<file path="src/rtl/css_pkg.sv">
// Shared types and constants for the cocktail shaker sorter.
package css_pkg;

  // Element width is fixed by the payload structs.
  localparam int DATA_WIDTH = 32;
  localparam int COMP_WIDTH = 12;
  localparam logic [COMP_WIDTH-1:0] COMP_MAX = 12'd4095;

  // Cell operation codes.
  localparam logic [1:0] OP_HOLD  = 2'd0;
  localparam logic [1:0] OP_LOAD  = 2'd1;
  localparam logic [1:0] OP_SORT  = 2'd2;
  localparam logic [1:0] OP_SHIFT = 2'd3;

  typedef logic signed [DATA_WIDTH-1:0] data_t;

  // Control broadcast from the sequencer to every cell.
  typedef struct packed {
    logic [1:0] op;
    logic       odd_phase;
  } cell_ctrl_t;

  typedef struct packed {
    data_t value;
    logic  last;
  } in_item_t;

  typedef struct packed {
    data_t                 sorted_value;
    logic                  last_out;
    logic [COMP_WIDTH-1:0] comparison_count;
    logic                  overflow;
  } result_t;

endpackage

</file>
<file path="src/rtl/css_cell.sv">
// One storage cell of the sorting chain with its compare-and-swap logic.
module css_cell #(
  parameter bit ODD       = 1'b0,
  parameter bit HAS_LEFT  = 1'b1,
  parameter bit HAS_RIGHT = 1'b1
) (
  input  logic                clk,
  input  logic                rst,
  input  css_pkg::cell_ctrl_t ctrl,
  input  css_pkg::data_t      left_value,
  input  logic                left_valid,
  input  css_pkg::data_t      right_value,
  input  logic                right_valid,
  output css_pkg::data_t      value,
  output logic                valid
);
  import css_pkg::*;

  data_t value_next;
  logic  valid_next;
  logic  is_lower;
  logic  swap_lower;
  logic  swap_upper;

  // An empty cell counts as larger than any stored element.
  assign is_lower   = (ctrl.odd_phase == ODD);
  assign swap_lower = right_valid && (!valid || (right_value < value));
  assign swap_upper = valid && (!left_valid || (value < left_value));

  // Next contents for each operation.
  always_comb begin
    value_next = value;
    valid_next = valid;
    unique case (ctrl.op)
      OP_HOLD: begin
      end
      OP_LOAD: begin
        value_next = left_value;
        valid_next = left_valid;
      end
      OP_SORT: begin
        if (is_lower && HAS_RIGHT && swap_lower) begin
          value_next = right_value;
          valid_next = right_valid;
        end else if (!is_lower && HAS_LEFT && swap_upper) begin
          value_next = left_value;
          valid_next = left_valid;
        end
      end
      OP_SHIFT: begin
        value_next = right_value;
        valid_next = right_valid;
      end
      default: begin
      end
    endcase
  end

  // Contents register; only the valid bit needs reset.
  always_ff @(posedge clk) begin
    value <= value_next;
    if (rst) begin
      valid <= 1'b0;
    end else begin
      valid <= valid_next;
    end
  end

endmodule

</file>
<file path="config.mk">
export PLATFORM = sky130hd
export DESIGN_NAME = css_cell
export DESIGN_NICKNAME = d
export VERILOG_FILES = /design/src/rtl/css_pkg.sv /design/src/rtl/css_cell.sv
export SDC_FILE = /design/constraint.sdc
export NUM_CORES = 1
export LEC_CHECK = 0
export ABC_AREA = 1
export BUFFER_PORTS_ARGS = -buffer_cell sky130_fd_sc_hd__buf_2
export CAP_MARGIN = 20
export CELL_PAD_IN_SITES_DETAIL_PLACEMENT = 1
export CELL_PAD_IN_SITES_GLOBAL_PLACEMENT = 2
export CORE_ASPECT_RATIO = 0.8
export CORE_MARGIN = 10
export CORE_UTILIZATION = 27
export CTS_CLUSTER_SIZE = 40
export DETAILED_ROUTE_END_ITERATION = 10
export HOLD_SLACK_MARGIN = 0.1
export PLACE_DENSITY_LB_ADDON = 0.1
export SLEW_MARGIN = 20
export SYNTH_ARGS = -nofsm -noshare
export SYNTH_HDL_FRONTEND = slang
export SYNTH_SLANG_ARGS = --single-unit
</file>
<file path="constraint.sdc">
create_clock -name clk -period 3 [get_ports clk]
set_input_delay 0.6 -clock clk [delete_from_list [all_inputs] [get_ports clk]]
set_output_delay 0.6 -clock clk [all_outputs]
set_load 0.005 [all_outputs]
</file>
==> Yosys cells after proc, flatten, opt, wreduce, memory -nomap -nowiden <==
Index checks and enable logic that the tools add are counted.
{ "word_totals": {"mem_bits_ro": 0, "wordCells": 25, "memories": 0, "output_inout_bits": 33, "ramBits": 0, "input_bits": 71, "latchBits": 0, "register_bits": 33} }
{ "classes": {"shift": 0, "div": 0, "mux": 6, "n_reduce_logical": 10, "bitwise_logic": 1, "addsub": 0, "n_mul": 0, "n_eq_ne": 4, "order_cmp": 2} }
{ "ops": {"columns": ["operator", "n"], "rows": [
  ["case mux 32 bit (3 select lines)", 1],
  ["< comparator 32 bit", 2],
  ["2-to-1 mux 32 bit", 2],
  ["== test 2 bit, second input constant", 2],
  ["logical AND 1 bit", 4],
  ["inequality test 3 bit, second input constant", 1],
  ["case mux 1 bit (3 select lines)", 1],
  ["nonzero test 3 bit", 1],
  ["== test 2 x 1 -> 1 bit, second input constant", 1],
  ["zero test 1 bit", 2],
  ["logical OR 1 bit", 2],
  ["2-to-1 mux 1 bit", 2],
  ["AND reduction 2 bit", 1],
  ["NOT 1 bit", 1]
]} }

==> Longest topological paths before layout <==
{ "depth": {"depth_word": 7, "mapped_depth": 21} }

==> Worst setup path before layout <==
OpenSTA, ideal clock, no wires.
{ "synth_path": {"kind": "input to register", "startpoint": "input left_value[31]", "endpoint": "register value[0] (enable)", "setup_ns": 0.387, "path_stages": 16, "arrival_time_ns": 2.516, "setup_slack_ns": 0.097, "cell_sequence": "inv_1 -> ha_1 -> nand2_1 -> inv_1 -> nand3_1 -> nor3_2 -> nand2_1 -> nor3_2 -> nand2_1 -> nand2_1 -> nand2_1 -> nand3_1 -> nand2_1 -> nand2_4 -> a21oi_2 -> inv_1"} }
{ "synth_via": {"elab_chain_len": 6} }
{ "synth_rtl": {"columns": ["element", "line", "text"], "rows": [
  ["start: declaration", "css_cell.sv:10", "input css_pkg::data_t left_value,"],
  ["< comparator 32 bit", "css_cell.sv:28", "assign swap_upper = valid && (!left_valid || (value < left_value));"],
  ["logical OR 1 bit", "css_cell.sv:28", null],
  ["logical AND 1 bit", "css_cell.sv:28", null],
  ["logical AND 1 bit", "css_cell.sv:45", "end else if (!is_lower && HAS_LEFT && swap_upper) begin"],
  ["inequality test 3 bit (no source line)", null, null],
  ["AND reduction 2 bit (no source line)", null, null],
  ["end signal: assignment", "css_cell.sv:61", "value <= value_next;"],
  ["end: declaration", "css_cell.sv:14", "output css_pkg::data_t value,"]
]} }
Every way passes these cells.
A chain may end at the register's enable or synchronous reset.

==> Worst setup path in the final report <==
{ "layout_path": {"startpoint": "register value[31]", "endpoint": "register value[28] (enable)"} }
{ "layout_via": {"elab_chain_len": 6, "word_cells_on_any_way": 10, "cone_classes": "order compare (2); eq/ne (1); reduce/logical (7)"} }
{ "layout_rtl": {"columns": ["element", "line"], "rows": [
  ["< comparator 32 bit (on tied branches)", "css_cell.sv:27, css_cell.sv:28"],
  ["logical OR 1 bit (on tied branches)", "css_cell.sv:27, css_cell.sv:28"],
  ["logical AND 1 bit (on tied branches)", "css_cell.sv:27, css_cell.sv:28"],
  ["logical AND 1 bit (on tied branches)", "css_cell.sv:42, css_cell.sv:45"],
  ["inequality test 3 bit (no source line) *", null],
  ["AND reduction 2 bit (no source line) *", null]
]} }
Every way passes the cells marked *; elsewhere a longest branch is shown, timed or not.

==> run_results.csv <==
group,metric,value,unit
worst_setup_path,cpPeakStageDelay,430,ps
floorplan,core_area,14200,um^2
logic_synthesis,muxShareOfSynthArea,0,%
logic_synthesis,postSynthCellCount,511,
logic_synthesis,synth_top_family_by_area,"simple AND/OR/NAND/NOR gates",
placed_design,dp_hpwl,10900,um
drt,via_per_inst,4.75,
drt,drc,0,
worst_setup_path,cp_cell_sequence,"ha_1 > nand2_1 > inv_1 > nand3_1 > nor3_2 > nand2_1 > nor3_2 > nand2_1 > nand2_1 > nand2_1 > nand3_1 > nand2_1 > nand2_4 > a21oi_2 > inv_1 > buf_12",
grt,grt-ovfl-total,0,
worst_setup_path,path_class,"reg2reg",
final_layout,multi_input_comb_area,2460,um^2
pwr,p_seq_share,34.2,%
logic_synthesis,synth_seq_cells,33,
drt,wl_per_cell,17.4,um
sta,report.final.slew_viol_count,0,
logic_synthesis,synth-simple-area-share,26.6,%
clock_network,postCtsHoldBufs,0,
final_layout,seq_area,981,um^2
flow_run,maxCapViolCount,0,
clock_network,cts_tree,"done",
final_layout,final_common_cell,"nand2_1",
sta,setup_violations,0,
logic_synthesis,synth_compound_area_share,16.0,%
logic_synthesis,synthesis.area_per_instance,7.69,um^2
grt,grt_pass1_vias,4122,
drt,totalWireLength,13800,um
sta,tns,0,ps
worst_setup_path,cp.required,2990,ps
sta,fmax,384,MHz
final_layout,nets,742,
outcome,status,"completed",
pwr,p_leak,2.56,nW
pwr,pwr-share-clk,29.3,%
clock_network,cts_setup_buffers,0,
clock_network,clk_pin_slew,60,ps
final_layout,final_cell_mix,"nand2_1, buf_2, inv_1",
drt,vias,3770,
worst_setup_path,worst_setup_path_start_kind,"flop",
sta,finClkSkew,5.31,ps
logic_synthesis,synth_fa_ha_area_share,19.7,%
pwr,p_comb_share,36.5,%
sta,tightest_slew,487,ps
clock_network,cts.path.max_buffers,2,
placed_design,post_dp_cell_area,4640,um^2
floorplan,fp.dieH,128,um
final_layout,area_growth,21.7,%
logic_synthesis,yosysSeqAreaShare,25.0,%
floorplan,io_pins,104,
drt,ant_nets,0,
sta,rsz0062_at_grt,"false",
final_layout,n_fill_cell,1780,
clock_network,cts_buffers,5,
drt,drtPass1Iterations,4,
floorplan,num_rows,39,
sta,max_slew_margin,67.5,%
sta,timing.final.crit_period,2610,ps
placed_design,portBuffers,103,
floorplan,die_w,155,um
worst_setup_path,crit_path_end_kind,"flop",
clock_network,cts_sinks,33,
clock_network,htree_levels,2,
clock_network,cts_resized,0,
logic_synthesis,ys.warnings.count,0,
logic_synthesis,yosysUniqueCellTypes,27,
worst_setup_path,crit_fanout,18,
worst_setup_path,path_common_cell,"nand2_1",
worst_setup_path,slowest_stage,"edfxtp_1",
min_path,hold_class,"in2reg",
final_layout,drive_gt1_share,29.2,%
grt,grt_pass1_wl,22200,um
pwr,ir_drop,0.000184,V
floorplan,start_util,27.6,%
logic_synthesis,synth_nets,644,
grt,track_usage,13.9,%
floorplan,die-area,19800,um^2
logic_synthesis,yosys.area_share.xor_xnor,0,%
pwr,p_switching,0.658,mW
placed_design,place_congestion,0.768,
clock_network,insertion_delay,290,ps
final_layout,design_area,4780,um^2
sta,min_period_over_period,86.9,%
final_layout,antennaDiodeCount,0,
drt,drtIter0Drc,125,
grt,grt_max_degree,43,
clock_network,root_buffer,"clkbuf_16",
pwr,sw_frac_of_total,36.7,%
pwr,internal_power,1.13,mW
sta,hold_viol,0,
worst_setup_path,critPathArrivalTime,2600,ps
grt,grt_antenna_before_repair,0,
logic_synthesis,synth_area,3930,um^2
pwr,cellPowerDensity,375,nW/um^2
-- kinds of logic (layout without fill, tap and decap cells) --
logic type               Yosys count  in the layout
AND/OR/NAND/NOR                  229            229
buffers and inverters            111            210
AO/OA/AOI/OAI                     76             76
adder cells (fa/ha/maj)           62             62
flip-flops                        33             33
-- layer usage --
| layer | part of all wire [%] | up-vias | global-route usage [%] | wire [um] |
|---|---|---|---|---|
| li1 | - | 1911 | - | - |
| met1 | 51 | 1775 | 19.2 | 6990 |
| met2 | 43 | 76 | 21.4 | 5980 |
| met3 | 5.1 | 8 | 3.35 | 708 |
| met4 | 0.75 | 0 | 2.83 | 103 |
| met5 | 0 | - | 0 | 0 |
-- synthesized netlist by cell type, drive strengths merged --
master | count | area [um^2]
o221ai | 1 | 8.76
o211ai | 31 | 383
nor3 | 5 | 35.0
edfxtp | 32 | 961
inv | 90 | 338
dfxtp | 1 | 20.0
o21a | 3 | 22.5
buf | 11 | 125
clkbuf | 10 | 37.5
ha | 62 | 776
a21oi | 31 | 163
nand4 | 2 | 12.5
o21ai | 9 | 45.0
o22ai | 1 | 6.26
nand2 | 132 | 551
nor2 | 16 | 60.1
nand3 | 74 | 385
-- power groups by stage --
| stage | combinational [mW] | clock [mW] | sequential [mW] |
|---|---|---|---|
| 3_3_place_gp | 0.650 | 0 | 0.624 |
| 2_1_floorplan | 0.408 | 0 | 0.616 |
| 6_report | 0.654 | 0.524 | 0.613 |
| 4_1_cts | 0.671 | 0.547 | 0.615 |
| 5_1_grt | 0.759 | 0.564 | 0.621 |
| 3_5_place_dp | 0.667 | 0 | 0.624 |
-- worst max-delay path: cells and delay by family (launching register included) --
kind	cells	cell delay [ps]
AO/OA/AOI/OAI	1	50
adder cells (fa/ha/maj)	1	380
buffers and inverters	3	430
flip-flops	1	430
AND/OR/NAND/NOR	11	990
-- sequential cells by signal, summed over array words and instances, names as in the netlist --
signal,count
value,32
valid,1
-- stage by stage --
| stage | power (mW) | setup WS [ps] | instances | hold slack, ps | util, % |
|---|---|---|---|---|---|
| 2_1_floorplan | 1.02 | 97.3 | 511 | 574 | - |
| 3_3_place_gp | 1.27 | 127 | 786 | 626 | 32.6 |
| 3_5_place_dp | 1.29 | 77.9 | 786 | 621 | 32.6 |
| 4_1_cts | 1.83 | 349 | 794 | 585 | 33.5 |
| 5_1_grt | 1.94 | 105 | 794 | 613 | 33.5 |
| 6_report | 1.79 | 393 | 794 | 589 | 33.5 |
-- final timing paths --
check,from,endpoint,slack (ps),depth (start not counted)
max,value[31],value[28],390,16
max reg2reg,value[31],value[28],390,16
min reg2reg,valid,valid,630,4
min,rst,valid,590,4
-- area by class of cell --
cell class                 instances  share of cell area [%]
timing repair buffer             112                    13.2
multi-input combinational        367                    51.5
inverter                          90                    7.07
tap                              184                    4.82
clock buffer                       5                    2.62
clock inverter                     3                   0.262
sequential                        33                    20.5
No activity file was read; power rests on OpenSTA's default activity.
